`src/hdl/scr_pkg.sv`:
```
`timescale 1ns / 1ps
`default_nettype none

package scr_pkg;

  localparam int  WORD_BYTES_DEF       = 8;
  localparam bit  BIG_ENDIAN_LANES_DEF = 1'b0;

  localparam int  DATA_W    = 64;
  localparam int  IDX_W     = 13;
  localparam int  LEN_W     = 16;
  localparam int  OFF_W     = 3;
  // lane counts 0..8, enough for words of up to eight bytes
  localparam int  CNT_W     = 4;
  localparam int  CFG_IDX_W = 2;

  localparam int  QUEUE_DEPTH = 2;

  localparam logic [CFG_IDX_W-1:0] CFG_SOURCE_OFFSET = 2'd0;
  localparam logic [CFG_IDX_W-1:0] CFG_SPAN_LENGTH   = 2'd1;

  // One destination word to be produced by the back end
  typedef struct packed {
    logic             vld;
    logic             fin;
    logic [CNT_W-1:0] cnt;
    logic [IDX_W-1:0] idx;
  } beat_t;

  // Work for one accepted item: up to two destination words
  typedef struct packed {
    beat_t             a;
    beat_t             b;
    logic [DATA_W-1:0] held;
    logic [DATA_W-1:0] cur;
    logic [DATA_W-1:0] old;
  } cmd_t;

endpackage

`default_nettype wire

```
`src/hdl/scr_front.sv`:
```
`timescale 1ns / 1ps
`default_nettype none

module scr_front #(
  parameter int WORD_BYTES = scr_pkg::WORD_BYTES_DEF
) (
  input  wire logic                          clk,
  input  wire logic                          rst_n,
  input  wire logic                          cfg_we,
  input  wire logic [scr_pkg::CFG_IDX_W-1:0] cfg_index,
  input  wire logic [scr_pkg::LEN_W-1:0]     cfg_wdata,
  input  wire logic                          in_valid,
  output logic                               in_ready,
  input  wire logic [scr_pkg::DATA_W-1:0]    in_source_data,
  input  wire logic [scr_pkg::DATA_W-1:0]    in_old_destination,
  input  wire logic                          q_full,
  output logic                               push,
  output scr_pkg::cmd_t                      cmd,
  output logic [scr_pkg::OFF_W-1:0]          off
);

  localparam logic [scr_pkg::LEN_W-1:0] WB_LEN   = scr_pkg::LEN_W'(WORD_BYTES);
  localparam logic [scr_pkg::CNT_W-1:0] WB_CNT   = scr_pkg::CNT_W'(WORD_BYTES);
  localparam logic [scr_pkg::OFF_W:0]   WB_OFF_X = (scr_pkg::OFF_W + 1)'(WORD_BYTES);

  logic [scr_pkg::OFF_W-1:0] off_r, off_nxt;
  logic [scr_pkg::LEN_W-1:0] span_r, span_nxt;
  logic [scr_pkg::LEN_W-1:0] rem_r, rem_nxt;
  logic [scr_pkg::IDX_W-1:0] idx_r, idx_nxt;
  logic                      have_held_r, have_held_nxt;
  logic [scr_pkg::DATA_W-1:0] held_r;

  logic                      accept;
  logic                      a_vld, b_vld, hold;
  logic [scr_pkg::LEN_W-1:0] r1, r1_sat, rem_sat, room;
  logic [scr_pkg::IDX_W-1:0] idx_after_a;
  logic [scr_pkg::OFF_W:0]   off_mod;
  logic                      cfg_hit;

  function automatic logic [scr_pkg::CNT_W-1:0] clip(input logic [scr_pkg::LEN_W-1:0] n);
    return (n >= WB_LEN) ? WB_CNT : n[scr_pkg::CNT_W-1:0];
  endfunction

  assign in_ready = !q_full;
  assign accept   = in_valid && in_ready;
  assign off      = off_r;

  // reduce the low OFF_W bits of the written offset modulo the word width
  always_comb begin
    off_mod = {1'b0, cfg_wdata[scr_pkg::OFF_W-1:0]};
    for (int k = 0; k < 4; k++) begin
      if (off_mod >= WB_OFF_X) begin
        off_mod = off_mod - WB_OFF_X;
      end
    end
  end

  always_comb begin
    rem_sat     = (rem_r >= WB_LEN) ? rem_r - WB_LEN : '0;
    a_vld       = (off_r != '0) && have_held_r && (rem_r != '0);
    r1          = a_vld ? rem_sat : rem_r;
    room        = WB_LEN - scr_pkg::LEN_W'(off_r);
    hold        = (off_r != '0) && (r1 != '0) && (r1 > room);
    b_vld       = (r1 != '0) && !hold;
    r1_sat      = (r1 >= WB_LEN) ? r1 - WB_LEN : '0;
    idx_after_a = a_vld ? idx_r + 1'b1 : idx_r;

    cmd.a.vld = a_vld;
    cmd.a.fin = rem_r <= WB_LEN;
    cmd.a.cnt = clip(rem_r);
    cmd.a.idx = idx_r;
    cmd.b.vld = b_vld;
    cmd.b.fin = r1 <= WB_LEN;
    cmd.b.cnt = clip(r1);
    cmd.b.idx = idx_after_a;
    cmd.held  = held_r;
    cmd.cur   = in_source_data;
    cmd.old   = in_old_destination;

    push = accept && (a_vld || b_vld);
  end

  always_comb begin
    off_nxt       = off_r;
    span_nxt      = span_r;
    rem_nxt       = rem_r;
    idx_nxt       = idx_r;
    have_held_nxt = have_held_r;
    cfg_hit       = cfg_we && (cfg_index == scr_pkg::CFG_SOURCE_OFFSET ||
                               cfg_index == scr_pkg::CFG_SPAN_LENGTH);
    if (cfg_hit) begin
      // a write to either register restarts the transfer
      if (cfg_index == scr_pkg::CFG_SOURCE_OFFSET) begin
        off_nxt = off_mod[scr_pkg::OFF_W-1:0];
        rem_nxt = span_r;
      end else begin
        span_nxt = cfg_wdata;
        rem_nxt  = cfg_wdata;
      end
      idx_nxt       = '0;
      have_held_nxt = 1'b0;
    end else if (accept) begin
      rem_nxt       = hold ? r1 : (b_vld ? r1_sat : r1);
      idx_nxt       = b_vld ? idx_after_a + 1'b1 : idx_after_a;
      have_held_nxt = hold;
    end
  end

  always_ff @(posedge clk) begin
    if (!rst_n) begin
      off_r       <= '0;
      span_r      <= '0;
      rem_r       <= '0;
      idx_r       <= '0;
      have_held_r <= 1'b0;
    end else begin
      off_r       <= off_nxt;
      span_r      <= span_nxt;
      rem_r       <= rem_nxt;
      idx_r       <= idx_nxt;
      have_held_r <= have_held_nxt;
    end
  end

  always_ff @(posedge clk) begin
    if (accept && hold && !cfg_hit) begin
      held_r <= in_source_data;
    end
  end

  a_held_needs_offset: assert property (@(posedge clk) disable iff (!rst_n)
    have_held_r |-> (off_r != '0) && (rem_r != '0))
    else $error("held word without offset or remaining bytes");

  a_pair_ends_span: assert property (@(posedge clk) disable iff (!rst_n)
    push && cmd.a.vld && cmd.b.vld |-> cmd.b.fin)
    else $error("two results from one item but second is not final");

endmodule

`default_nettype wire

```
`src/hdl/scr_queue.sv`:
```
`timescale 1ns / 1ps
`default_nettype none

module scr_queue (
  input  wire logic          clk,
  input  wire logic          rst_n,
  input  wire logic          push,
  input  wire scr_pkg::cmd_t wdata,
  output logic               full,
  output logic               rd_valid,
  output scr_pkg::cmd_t      rdata,
  input  wire logic          pop
);

  localparam int DEPTH = scr_pkg::QUEUE_DEPTH;
  localparam int PTR_W = (DEPTH > 1) ? $clog2(DEPTH) : 1;
  localparam int CNT_W = $clog2(DEPTH + 1);
  localparam logic [PTR_W-1:0] LAST = PTR_W'(DEPTH - 1);
  localparam logic [CNT_W-1:0] FULL_CNT = CNT_W'(DEPTH);

  scr_pkg::cmd_t     entry_r [DEPTH];
  logic [PTR_W-1:0]  wr_ptr_r, wr_ptr_nxt;
  logic [PTR_W-1:0]  rd_ptr_r, rd_ptr_nxt;
  logic [CNT_W-1:0]  count_r, count_nxt;

  assign full     = count_r == FULL_CNT;
  assign rd_valid = count_r != '0;
  assign rdata    = entry_r[rd_ptr_r];

  always_comb begin
    wr_ptr_nxt = wr_ptr_r;
    rd_ptr_nxt = rd_ptr_r;
    count_nxt  = count_r;
    if (push) begin
      wr_ptr_nxt = (wr_ptr_r == LAST) ? '0 : wr_ptr_r + 1'b1;
    end
    if (pop) begin
      rd_ptr_nxt = (rd_ptr_r == LAST) ? '0 : rd_ptr_r + 1'b1;
    end
    if (push && !pop) begin
      count_nxt = count_r + 1'b1;
    end else if (pop && !push) begin
      count_nxt = count_r - 1'b1;
    end
  end

  always_ff @(posedge clk) begin
    if (!rst_n) begin
      wr_ptr_r <= '0;
      rd_ptr_r <= '0;
      count_r  <= '0;
    end else begin
      wr_ptr_r <= wr_ptr_nxt;
      rd_ptr_r <= rd_ptr_nxt;
      count_r  <= count_nxt;
    end
  end

  always_ff @(posedge clk) begin
    if (push) begin
      entry_r[wr_ptr_r] <= wdata;
    end
  end

  a_no_overflow: assert property (@(posedge clk) disable iff (!rst_n)
    push |-> !full)
    else $error("queue written while full");

  a_no_underflow: assert property (@(posedge clk) disable iff (!rst_n)
    pop |-> rd_valid)
    else $error("queue read while empty");

endmodule

`default_nettype wire

```
`src/hdl/scr_back.sv`:
```
`timescale 1ns / 1ps
`default_nettype none

module scr_back #(
  parameter int WORD_BYTES       = scr_pkg::WORD_BYTES_DEF,
  parameter bit BIG_ENDIAN_LANES = scr_pkg::BIG_ENDIAN_LANES_DEF
) (
  input  wire logic                        clk,
  input  wire logic                        rst_n,
  input  wire logic                        q_valid,
  input  wire scr_pkg::cmd_t               cmd,
  output logic                             pop,
  input  wire logic [scr_pkg::OFF_W-1:0]   off,
  output logic                             out_valid,
  input  wire logic                        out_ready,
  output logic [scr_pkg::DATA_W-1:0]       out_dest_data,
  output logic [scr_pkg::IDX_W-1:0]        out_dest_index,
  output logic                             out_final_word
);

  localparam int W = WORD_BYTES * 8;

  logic                       out_valid_r, out_valid_nxt;
  logic                       sel_b_r, sel_b_nxt;
  logic [scr_pkg::DATA_W-1:0] data_r;
  logic [scr_pkg::IDX_W-1:0]  idx_r;
  logic                       fin_r;

  logic                        load, last_beat, use_b;
  scr_pkg::beat_t              beat;
  logic [W-1:0]                w0, w1, fun, old_w, merged;
  logic [2*W-1:0]              pair;
  logic [scr_pkg::OFF_W+2:0]   shamt;
  int                          pos;

  always_comb begin
    last_beat = !(cmd.a.vld && cmd.b.vld && !sel_b_r);
    use_b     = cmd.b.vld && (!cmd.a.vld || sel_b_r);
    beat      = use_b ? cmd.b : cmd.a;
    w0        = use_b ? cmd.cur[W-1:0] : cmd.held[W-1:0];
    w1        = use_b ? '0 : cmd.cur[W-1:0];
    old_w     = cmd.old[W-1:0];
    shamt     = {off, 3'b000};

    // funnel shift the two neighbouring source words
    if (BIG_ENDIAN_LANES) begin
      pair = {w0, w1} << shamt;
      fun  = pair[2*W-1:W];
    end else begin
      pair = {w1, w0} >> shamt;
      fun  = pair[W-1:0];
    end

    // keep span lanes, take the rest from the old destination word
    for (int i = 0; i < WORD_BYTES; i++) begin
      pos = BIG_ENDIAN_LANES ? WORD_BYTES - 1 - i : i;
      merged[i*8 +: 8] = (beat.cnt > scr_pkg::CNT_W'(pos)) ? fun[i*8 +: 8] : old_w[i*8 +: 8];
    end

    load = q_valid && (!out_valid_r || out_ready);
    pop  = load && last_beat;

    out_valid_nxt = load ? 1'b1 : (out_ready ? 1'b0 : out_valid_r);
    sel_b_nxt     = load ? !last_beat : sel_b_r;
  end

  always_ff @(posedge clk) begin
    if (!rst_n) begin
      out_valid_r <= 1'b0;
      sel_b_r     <= 1'b0;
    end else begin
      out_valid_r <= out_valid_nxt;
      sel_b_r     <= sel_b_nxt;
    end
  end

  always_ff @(posedge clk) begin
    if (load) begin
      data_r <= scr_pkg::DATA_W'(merged);
      idx_r  <= beat.idx;
      fin_r  <= beat.fin;
    end
  end

  assign out_valid      = out_valid_r;
  assign out_dest_data  = data_r;
  assign out_dest_index = idx_r;
  assign out_final_word = fin_r;

  a_second_beat_follows: assert property (@(posedge clk) disable iff (!rst_n)
    load && !last_beat |=> sel_b_r)
    else $error("second result of a paired item not selected");

  a_second_beat_has_cmd: assert property (@(posedge clk) disable iff (!rst_n)
    sel_b_r |-> q_valid && cmd.a.vld && cmd.b.vld)
    else $error("second-result phase without its paired item");

endmodule

`default_nettype wire

```
`src/hdl/span_copy_realigner.sv`:
```
`timescale 1ns / 1ps
`default_nettype none

// Byte-span copy realigner. Write source_offset (index 0) and span_length (index 1)
// while idle; either write restarts the transfer. Then feed aligned source words in
// address order, with old_destination valid alongside (it is used only for the final
// partial word). The block takes one item per clock whenever its two-entry command queue
// has room, and gives one destination word per clock while out_ready is high. A result is
// written into the queue when its item is accepted and is then loaded into the output
// register, from which it is taken. An item that completes a held word and also ends the
// span yields two results, which leave one after the other through the single output
// register. Items that arrive after the span is finished are taken and dropped.
module span_copy_realigner #(
  parameter int WORD_BYTES       = scr_pkg::WORD_BYTES_DEF,
  parameter bit BIG_ENDIAN_LANES = scr_pkg::BIG_ENDIAN_LANES_DEF
) (
  input  wire logic                          clk,
  input  wire logic                          rst_n,
  input  wire logic                          cfg_we,
  input  wire logic [scr_pkg::CFG_IDX_W-1:0] cfg_index,
  input  wire logic [scr_pkg::LEN_W-1:0]     cfg_wdata,
  input  wire logic                          in_valid,
  output logic                               in_ready,
  input  wire logic [scr_pkg::DATA_W-1:0]    in_source_data,
  input  wire logic [scr_pkg::DATA_W-1:0]    in_old_destination,
  output logic                               out_valid,
  input  wire logic                          out_ready,
  output logic [scr_pkg::DATA_W-1:0]         out_dest_data,
  output logic [scr_pkg::IDX_W-1:0]          out_dest_index,
  output logic                               out_final_word
);

  logic                      push, q_full, q_valid, pop;
  scr_pkg::cmd_t             cmd_in, cmd_out;
  logic [scr_pkg::OFF_W-1:0] off;

  scr_front #(
    .WORD_BYTES (WORD_BYTES)
  ) u_front (
    .clk                (clk),
    .rst_n              (rst_n),
    .cfg_we             (cfg_we),
    .cfg_index          (cfg_index),
    .cfg_wdata          (cfg_wdata),
    .in_valid           (in_valid),
    .in_ready           (in_ready),
    .in_source_data     (in_source_data),
    .in_old_destination (in_old_destination),
    .q_full             (q_full),
    .push               (push),
    .cmd                (cmd_in),
    .off                (off)
  );

  scr_queue u_queue (
    .clk      (clk),
    .rst_n    (rst_n),
    .push     (push),
    .wdata    (cmd_in),
    .full     (q_full),
    .rd_valid (q_valid),
    .rdata    (cmd_out),
    .pop      (pop)
  );

  scr_back #(
    .WORD_BYTES       (WORD_BYTES),
    .BIG_ENDIAN_LANES (BIG_ENDIAN_LANES)
  ) u_back (
    .clk            (clk),
    .rst_n          (rst_n),
    .q_valid        (q_valid),
    .cmd            (cmd_out),
    .pop            (pop),
    .off            (off),
    .out_valid      (out_valid),
    .out_ready      (out_ready),
    .out_dest_data  (out_dest_data),
    .out_dest_index (out_dest_index),
    .out_final_word (out_final_word)
  );

endmodule

`default_nettype wire
```
`config.mk`:
```
export PLATFORM = sky130hd
export DESIGN_NAME = span_copy_realigner
export DESIGN_NICKNAME = d
export VERILOG_FILES = /design/src/hdl/scr_pkg.sv /design/src/hdl/scr_front.sv /design/src/hdl/scr_queue.sv /design/src/hdl/scr_back.sv /design/src/hdl/span_copy_realigner.sv
export SDC_FILE = /design/constraint.sdc
export NUM_CORES = 1
export LEC_CHECK = 0
export ABC_CLOCK_PERIOD_IN_PS = 18450
export BUFFER_PORTS_ARGS = -buffer_cell sky130_fd_sc_hd__buf_2
export CORE_MARGIN = 1
export CORE_UTILIZATION = 29
export CTS_CLUSTER_DIAMETER = 50
export CTS_CLUSTER_SIZE = 10
export DETAILED_ROUTE_END_ITERATION = 12
export PLACE_DENSITY = 0.57
export SLEW_MARGIN = 5
export SYNTH_ARGS = -nofsm -noshare
export SYNTH_HDL_FRONTEND = slang
export SYNTH_SLANG_ARGS = --single-unit
export TNS_END_PERCENT = 1
```
`constraint.sdc`:
```
create_clock -name clk -period 18.45 [get_ports clk]
set_input_delay 0 -clock clk [delete_from_list [all_inputs] [get_ports clk]]
set_output_delay 0 -clock clk [all_outputs]
set_load 0.02 [all_outputs]
```
=== Word-level counts from Yosys, hierarchy flattened ===
Memory sizes are Yosys's and may differ from the RTL's. A register that Yosys moved wholly into a read port is not among the register bits.
Index checks and enable logic that the tools add are counted.

* Bitwise operators: 1
* Mux-type cells: 33
* $mul: 0
* Eq/ne operators: 2
* Reductions and logical operators: 40
* Add/subtract/negate cells: 9
* Shifts and indexed selects: 1
* Div/mod/pow operators: 0
* Order comparisons: 13

{| class="wikitable"
|+ Operator list
! kind !! number
|-
| $mux 16 || 8
|-
| $mux 64 || 2
|-
| $shr 128x6->64 || 1
|-
| $mux 8 || 8
|-
| $ge 16x4->1 const B || 2
|-
| $le 16x4->1 const B || 2
|-
| $reduce_bool 16->1 || 2
|-
| $sub 16x4->16 const B || 2
|-
| $add 13x1->13 const B || 2
|-
| $mux 13 || 2
|-
| $mux 18 || 1
|-
| $logic_and 1x1->1 || 17
|-
| $gt 16x16->1 || 1
|-
| $gt 4x3->1 const B || 4
|-
| $logic_not 1->1 || 9
|-
| $gt 4x1->1 const B || 2
|-
| $gt 4x2->1 const B || 2
|-
| $mux 1 || 8
|-
| $mux 4 || 2
|-
| $reduce_bool 2->1 || 4
|-
| $sub 4x3->5 const A || 1
|-
| $logic_or 1x1->1 || 4
|-
| $mux 2 || 2
|-
| $reduce_bool 3->1 || 1
|-
| 9 further kinds || 10
|}

* Memory bits (writable): 460
* Bits in latches: 0
* Output and inout port bits: 80
* Register bits after elaboration: 197
* Input port bits: 151
* Memories kept: 1
* ROM bits: 0
* Word-level logic and storage cells: 114

{| class="wikitable"
|+ Memories
! memory !! depth !! bits a word !! read ports !! clocked after memory_dff !! write ports !! line !! RTL
|-
| u_queue.entry_r || 2 || 230 || 1 || 1 || 1 || scr_queue.sv:21 || <nowiki>scr_pkg::cmd_t entry_r [DEPTH];</nowiki>
|}

=== Logic depth before layout (Yosys ltp) ===
Gate-level depths: netlist of the first run.

* Word-level depth: 15
* Mapped depth: 25
* Mapped depth without buffers: 20

=== By module ===
From an unflattened synthesis of the first run, not the netlist that was laid out.

* Cell total of the unflattened synthesis: 2300
* Area, all modules: 32776.4 um2

{| class="wikitable"
|+ By module, submodules not included
! module !! cells an instance !! area each (um2) !! sequential area each (um2) !! instances
|-
| scr_queue || 738 || 17839.6 || 13913.3 || 1
|-
| scr_back || 838 || 8185.4 || 2382.3 || 1
|-
| scr_front || 724 || 6751.5 || 2902.8 || 1
|}

=== Worst setup path after synthesis of the first run ===
No wires, ideal clock.

* Path type: register -> register
* From: register u_front.off_r, in the netlist u_front.off[0]
* To: memory u_queue.entry_r[0][0] in the netlist's numbering (enable)
* Arrival time: 14929 ps
* Required time: 17598 ps
* Library setup time: 852 ps
* Stages on the path, launching flop included: 23
* Path slack: 2669 ps
* Period minus slack after synthesis: 15781 ps
* Cells stage by stage: dfxtp_1 clkbuf_1 inv_2 buf_1 clkbuf_1 ha_1 ha_1 clkbuf_1 nor2b_1 clkbuf_1 o21ai_1 o21ai_0 inv_1 ha_1 nor2b_1 o21a_1 o21a_1 o21ai_0 nand2_1 o31ai_4 nand2_2 a21oi_1 nor2b_1

* Longest elaborated chain between the ends: 13

{| class="wikitable"
|+ Ends and longest elaborated chain
! element !! line !! RTL
|-
| from (decl) || scr_front.sv:26 || <nowiki>logic [scr_pkg::OFF_W-1:0] off_r, off_nxt;</nowiki>
|-
| from (signal assigned) || scr_front.sv:117 || <nowiki>off_r <= off_nxt;</nowiki>
|-
| parallel branches: the longest is 9 deep, another holds $gt 16x16->1 || - ||
|-
| $logic_or 1x1->1 (*) || scr_front.sv:80 || <nowiki>push = accept && (a_vld || b_vld);</nowiki>
|-
| $logic_and 1x1->1 (*) || scr_front.sv:80 ||
|-
| via push || span_copy_realigner.sv:33 || <nowiki>logic push, q_full, q_valid, pop;</nowiki>
|-
| $mux 1 (*) || scr_queue.sv:60 || <nowiki>if (push) begin</nowiki>
|-
| $mux 1 (not written as such) (*) || scr_queue.sv:61 || <nowiki>entry_r[wr_ptr_r] <= wdata;</nowiki>
|-
| to (decl) || scr_queue.sv:21 ||
|}

Mark *: on every way through the listed nets, which the timed path passes.

=== Final worst setup path of the first run ===
* From: register u_front.off_r, in the netlist u_front.off[0]
* To: memory u_queue.entry_r[1][85] in the netlist's numbering (enable)

Same word-level chain as after synthesis.

==> results.json, run 1 <==
{
  "postLayoutCellArea_sq_um": 35820,
  "fin_ws_ns": 9.665,
  "worstPathMaxFanout": 63,
  "max-cap-violations": 0,
  "hp-class": "primary input to flip-flop",
  "leakage_uw": 0.01237,
  "total_power_uw": 5415,
  "gp_congestion": 0.8670,
  "min_period_ns": 8.785,
  "syn_inst": 2034,
  "io_pins": 231,
  "worst_pin_slew_ns": 1.169,
  "drv_slew": 0,
  "yosys_warnings": 0,
  "status": "finished, final reports clean",
  "ys_ff_latch": 658,
  "wl_per_cell_microns": 22.98,
  "die_w_microns": 318.1,
  "hold_end": "u_queue.entry_r[0][36]",
  "dpl-instance-area_sq_um": 31560,
  "fin_skew_ns": 0.04777,
  "die_h_microns": 318.1,
  "yosysSeqAreaShare_pct": 66.25,
  "firstDrtPassIters": 5,
  "ir_worst_vdd_mv": 0.07766,
  "drtAntennaViolNets": 0,
  "placed_cells": 3446,
  "crit_arrival_ns": 9.02,
  "path_buf_inv": 5,
  "post-cts-setup-buffer-count": 0,
  "postSynthAreaPerCell_sq_um": 14.25,
  "drcViolationCount": 0,
  "finalCritPeriodShare_pct": 47.61,
  "p_per_area_nw_per_um2": 151.2,
  "grt_overflow": 0,
  "hold_depth": 2,
  "finalSetupViolCount": 0,
  "cts_num_sinks": 658,
  "synthToLayoutAreaGrowth_pct": 23.62,
  "critPathCaptureType": "flip-flop",
  "clk_pin_slew_ns": 0.05,
  "grt_max_degree": 170,
  "dp_hpwl_microns": 60270,
  "ys_types": 71,
  "dr.first_iter.drc_count": 1585,
  "clockBufferDepth": 3,
  "fin_nets": 2563,
  "synth-edff-count": 602,
  "finalWirelength_microns": 85860,
  "syn_area_sq_um": 28980,
  "antenna_found_initial": 17,
  "max_slew_margin_pct": 22.10,
  "slowest_delay_ns": 0.84,
  "totalNegativeSetupSlack_ns": 0,
  "postCtsResizedCells": 0,
  "ff2ff_setup_slack_ns": 9.67,
  "mostFrequentLayoutCell": "edfxtp_1",
  "design.core.area_sq_um": 98710,
  "path_cells": "clkinv_2 -> ha_1 -> ha_1 -> nor2b_1 -> o21ai_1 -> o21ai_0 -> inv_1 -> ha_1 -> nor2b_1 -> o21a_1 -> o21a_1 -> o21ai_0 -> buf_4 -> nand2_1 -> o31ai_4 -> nand2_2 -> a21oi_1 -> and2_4 -> buf_4 -> buf_4",
  "die_area_sq_um": 101200,
  "r2r_cells": 20,
  "postCtsHoldBufs": 151,
  "viasPerCell": 5.086,
  "dp_slack_ns": 9.634,
  "cts_buffers": 89,
  "grt_usage_pct": 16.66,
  "reg2reg_to": "u_queue.entry_r[1][85]",
  "max_freq_mhz": 113.8,
  "crit_slowest_cell": "dfxtp_2",
  "hold_start": "in_old_destination[36]",
  "grt_pass1_vias": 19085,
  "port_buffers": 230,
  "hold_violations": 0,
  "synthesis.nets": 2196,
  "vias": 19002,
  "initial_core_util_pct": 29.36,
  "criticalPathCategory": "flip-flop to flip-flop",
  "synth-main-ff-cell": "edfxtp_1",
  "cts_root_buf": "clkbuf_16",
  "rr_startpoint": "u_front.off[0]",
  "grt_pass1_wl_microns": 126100,
  "layout.cells.non_filler": 3736,
  "rsz0062_at_grt": "no",
  "num_rows": 115,
  "drive_above_1_share_pct": 21.05,
  "cpLargestDelayFamily": "buffers and inverters",
  "start_kind": "flip-flop",
  "insertion_delay_ns": 0.66,
  "final_cell_mix": "edfxtp_1, buf_2, mux2i_1",
  "cts_tree": "yes",
  "synthArstFlopShare_pct": 0,
  "h-tree-depth": 3,
  "cp.required_ns": 18.69
}
-- synth_stat cells, drive strengths merged, types with 19 or more instances --
| cell type | number | area share (%) |
|---|---|---|
| a21oi | 102 | 1.8 |
| inv | 19 | 0.25 |
| buf | 35 | 0.49 |
| nor2 | 113 | 1.5 |
| dfxtp | 56 | 3.9 |
| and3 | 21 | 0.45 |
| o21ai | 95 | 1.6 |
| nand3 | 26 | 0.45 |
| clkbuf | 103 | 1.3 |
| edfxtp | 602 | 62 |
| mux2i | 209 | 7.2 |
| mux2 | 26 | 1.0 |
| nand2 | 178 | 2.3 |
| o211ai | 20 | 0.52 |
| a211oi | 108 | 2.8 |
| nor3 | 37 | 0.64 |
| mux4 | 71 | 5.5 |
-- through the flow --
stage / hold WS (ns) / utilization (%)
after floorplan: 0.09887 / -
after global placement: 0.1911 / 31.97
after detailed placement: 0.1936 / 31.97
after CTS: 0.02238 / 36.29
after global routing: 0.05874 / 36.29
final: 0.07888 / 36.29
-- report_power, final --
group	switching (uW)	internal, uW	total, uW
registers	123	2030	2150
clock network	627	971	1600
logic	1120	548	1670
total	1870	3550	5420
-- flip-flops by register name (all words and copies together) (netlist names), 2 cells and up, named ones only --
name                   flops
u_back.out_dest_data      64
u_back.out_dest_index     13
u_front.held_r            64
u_front.idx_r             13
u_front.off                3
u_front.rem_r             16
u_front.span_r            16
u_queue.count_r            2
u_queue.entry_r          460
-- per-layer routing --
| layer | global-route usage [%] | share of wire, % | vias to the layer above | wire length [microns] |
|---|---|---|---|---|
| met5 | 0 | 0.12 | - | 99 |
| met4 | 4.638 | 2.5 | 16 | 2105 |
| met3 | 2.881 | 5.7 | 133 | 4862 |
| met2 | 27.96 | 48 | 653 | 41430 |
| met1 | 22.10 | 44 | 9490 | 37360 |
| li1 | - | - | 8710 | - |
-- worst max path at each step --
stage | startpoint | end | slack, ns | cells past startpoint
after floorplan | u_front.off[0] | u_queue.entry_r[0][0] | 2.67 | 22
after global routing | u_front.off[0] | u_queue.entry_r[1][181] | 8.91 | 20
after CTS | u_front.off[0] | u_queue.entry_r[1][181] | 9.58 | 20
after global placement | u_front.off[0] | u_queue.entry_r[1][173] | 9.85 | 20
after detailed placement | u_front.off[0] | u_queue.entry_r[1][77] | 9.63 | 20
final | u_front.off[0] | u_queue.entry_r[1][85] | 9.67 | 20
-- worst reg2reg max path, cell delays in order, from the launching register on --
cell and delay (ns):
dfxtp_2 0.84, clkinv_2 0.81, ha_1 0.49, ha_1 0.32, nor2b_1 0.21, o21ai_1 0.25
o21ai_0 0.38, inv_1 0.10, ha_1 0.31, nor2b_1 0.13, o21a_1 0.15, o21a_1 0.15
o21ai_0 0.17, buf_4 0.18, nand2_1 0.10, o31ai_4 0.66, nand2_2 0.27, a21oi_1 0.45
and2_4 0.67, buf_4 0.80, buf_4 0.85
-- cell families after synthesis --
family | after synthesis | share of synthesized area, %
adder cells (fa/ha/maj) | 11 | 0.4749
AND/OR/NAND/NOR | 475 | 7.750
AO/OA/AOI/OAI | 405 | 9.058
flip-flops | 658 | 66.25
multiplexers | 306 | 13.75
buffers and inverters | 158 | 2.085
XOR/XNOR | 21 | 0.6347
-- cell type report --
cell class | instances | area (sq um)
antenna | 3 | 7.507
clock buffer | 103 | 2332
clock inverter | 33 | 414.1
fill | 9472 | 62880
inverter | 20 | 76.32
multi-input combinational | 1218 | 9253
sequential | 658 | 19210
tap | 1287 | 1610
timing repair buffer | 414 | 2923
(Power assumes the default switching activity.)
==> run 2, diff against run 1 <==
--- a/config.mk
+++ b/config.mk
@@ -5,14 +5,14 @@
 export SDC_FILE = /design/constraint.sdc
 export NUM_CORES = 1
 export LEC_CHECK = 0
-export ABC_CLOCK_PERIOD_IN_PS = 18450
+export ABC_CLOCK_PERIOD_IN_PS = 7700
 export BUFFER_PORTS_ARGS = -buffer_cell sky130_fd_sc_hd__buf_2
 export CORE_MARGIN = 1
 export CORE_UTILIZATION = 29
 export CTS_CLUSTER_DIAMETER = 50
 export CTS_CLUSTER_SIZE = 10
 export DETAILED_ROUTE_END_ITERATION = 12
-export PLACE_DENSITY = 0.57
+export PLACE_DENSITY = 0.58
 export SLEW_MARGIN = 5
 export SYNTH_ARGS = -nofsm -noshare
 export SYNTH_HDL_FRONTEND = slang
==> constraint.sdc (replaced) <==
create_clock -name clk -period 7.7 [get_ports clk]
set_input_delay 0 -clock clk [delete_from_list [all_inputs] [get_ports clk]]
set_output_delay 0 -clock clk [all_outputs]
set_load 0.02 [all_outputs]
==> results.json, run 2 (same netlist as run 1, synthesis figures left out) <==
{
  "status": "finished, final reports clean",
  "p_int_uw": 8407,
  "cts_buffers": 85,
  "drive_above_1_share_pct": 21.08,
  "viasPerCell": 5.134,
  "finalSetupViolCount": 0,
  "fin_nets": 2566,
  "dr.first_iter.drc_count": 1816,
  "cts_tree": "yes",
  "clk_pin_slew_ns": 0.05,
  "path_cells": "nor4_1 -> nand3_1 -> o21ai_4 -> o21ai_2 -> inv_1 -> ha_1 -> nor2b_1 -> o21a_1 -> o21a_1 -> o21ai_2 -> nand2_2 -> o31ai_4 -> buf_4 -> nand2_2 -> a21oi_4 -> nor2b_4 -> buf_4",
  "max_slew_margin_pct": 25.25,
  "leakage_uw": 0.01234,
  "mostFrequentLayoutCell": "edfxtp_1",
  "insertion_delay_ns": 0.65,
  "num_rows": 115,
  "finalWirelength_microns": 88580,
  "totalNegativeSetupSlack_ns": 0,
  "grt_max_degree": 134,
  "final_cell_mix": "edfxtp_1, buf_2, mux2i_1",
  "largest-register": "u_queue.entry_r",
  "vias": 19140,
  "dp_hpwl_microns": 62890,
  "max_freq_mhz": 174.1,
  "criticalPathCategory": "flip-flop to flip-flop",
  "p_per_area_nw_per_um2": 359.5,
  "cts_num_sinks": 658,
  "ir_worst_vdd_mv": 0.1862,
  "layout.cells.non_filler": 3728,
  "wl_per_cell_microns": 23.76,
  "fin_skew_ns": 0.03953,
  "drcViolationCount": 0,
  "port_buffers": 230,
  "die_area_sq_um": 101200,
  "initial_core_util_pct": 29.36,
  "grt_pass1_wl_microns": 128900,
  "h-tree-depth": 3,
  "finalCritPeriodShare_pct": 74.60,
  "placed_cells": 3453,
  "grt_overflow": 0,
  "cts_root_buf": "clkbuf_16",
  "largest_reg_flops": 460,
  "die_h_microns": 318.1,
  "clockBufferDepth": 3,
  "drtAntennaViolNets": 0,
  "crit_slowest_cell": "nor4_1",
  "grt_pass1_vias": 19108,
  "worstPathMaxFanout": 22,
  "nFillCells": 9476,
  "io_pins": 231,
  "max-cap-violations": 0,
  "pwr-share-comb_pct": 31.6,
  "gp_congestion": 0.9006,
  "worst_pin_slew_ns": 1.112,
  "start_kind": "flip-flop",
  "synthToLayoutAreaGrowth_pct": 23.62,
  "post-cts-setup-buffer-count": 0,
  "hold_violations": 0,
  "drv_slew": 0,
  "p_clk_share_pct": 28.4,
  "seqPwrFrac_pct": 40.0,
  "rsz0062_at_grt": "no",
  "grt_usage_pct": 17.22,
  "crit_arrival_ns": 6.04,
  "postCtsResizedCells": 0,
  "netSwitchingPower_uw": 4473,
  "postCtsHoldBufs": 151,
  "hp-class": "primary input to flip-flop",
  "firstDrtPassIters": 6,
  "antenna_found_initial": 15,
  "slowest_delay_ns": 0.77,
  "design.core.area_sq_um": 98710,
  "critPathCaptureType": "flip-flop",
  "min_period_ns": 5.744,
  "cp.required_ns": 8.00,
  "die_w_microns": 318.1,
  "swShare_pct": 34.73
}
==> run 2: worst max-delay path: cells and delay by family (launching register included) <==
family,cells,cell delay [ns]
AOI/OAI and AO/OA,7,1.63
buffers and inverters,3,0.77
adders and majority gates,1,0.23
DFF,1,0.46
and+or+nand+nor,6,2.28
==> run 2: cell type report <==
class | instances | area [sq um] | share of cell area [%]
diodes | 3 | 7.507 | 0.02096
clock buffers | 98 | 2207 | 6.161
clock inverters | 23 | 350.3 | 0.9780
inverters | 20 | 76.32 | 0.2131
multi-input cells | 1218 | 9288 | 25.93
flip-flops and latches | 658 | 19210 | 53.62
well taps | 1287 | 1610 | 4.495
repair buffers | 421 | 3075 | 8.585
==> run 2: per-layer routing <==
metal	GRT usage [%]	part of all wire, %
met1	22.20	42
met2	28.44	48
met3	3.447	6.0
met4	6.656	3.5
met5	0	0.17
==> run 2: power groups by stage <==
stage	clock network (uW)	logic, uW	registers [uW]
finish	3660	4070	5150
global route	3890	4310	5220
CTS	3740	4090	5160
detailed placement	0	4010	5230
global placement	0	3990	5200
floorplan	0	2200	5430
==> run 2: through the flow <==
stage / utilization, % / setup slack, ns / cell area, sq um / hold slack, ns / total power [uW]
floorplan: - / 0.002283 / 29100 / 0.09887 / 7633
global placement: 32.16 / 2.008 / 31750 / 0.1915 / 9193
detailed placement: 32.16 / 1.991 / 31750 / 0.1948 / 9242
CTS: 36.28 / 1.969 / 35820 / 0.03953 / 12990
global route: 36.29 / 1.619 / 35820 / 0.06642 / 13410
finish: 36.29 / 1.956 / 35820 / 0.02520 / 12880
==> run 2: path summary, 6_finish.rpt <==
| path | cells past startpoint | startpoint | to | slack (ns) |
|---|---|---|---|---|
| max | 17 | u_front.rem_r[12] | u_queue.entry_r[0][126] | 1.96 |
| min | 4 | cfg_we | u_front.rem_r[7] | 0.03 |
| min reg2reg | 0 | u_front.held_r[41] | u_queue.entry_r[0][169] | 0.43 |
| max reg2reg | 17 | u_front.rem_r[12] | u_queue.entry_r[0][126] | 1.96 |
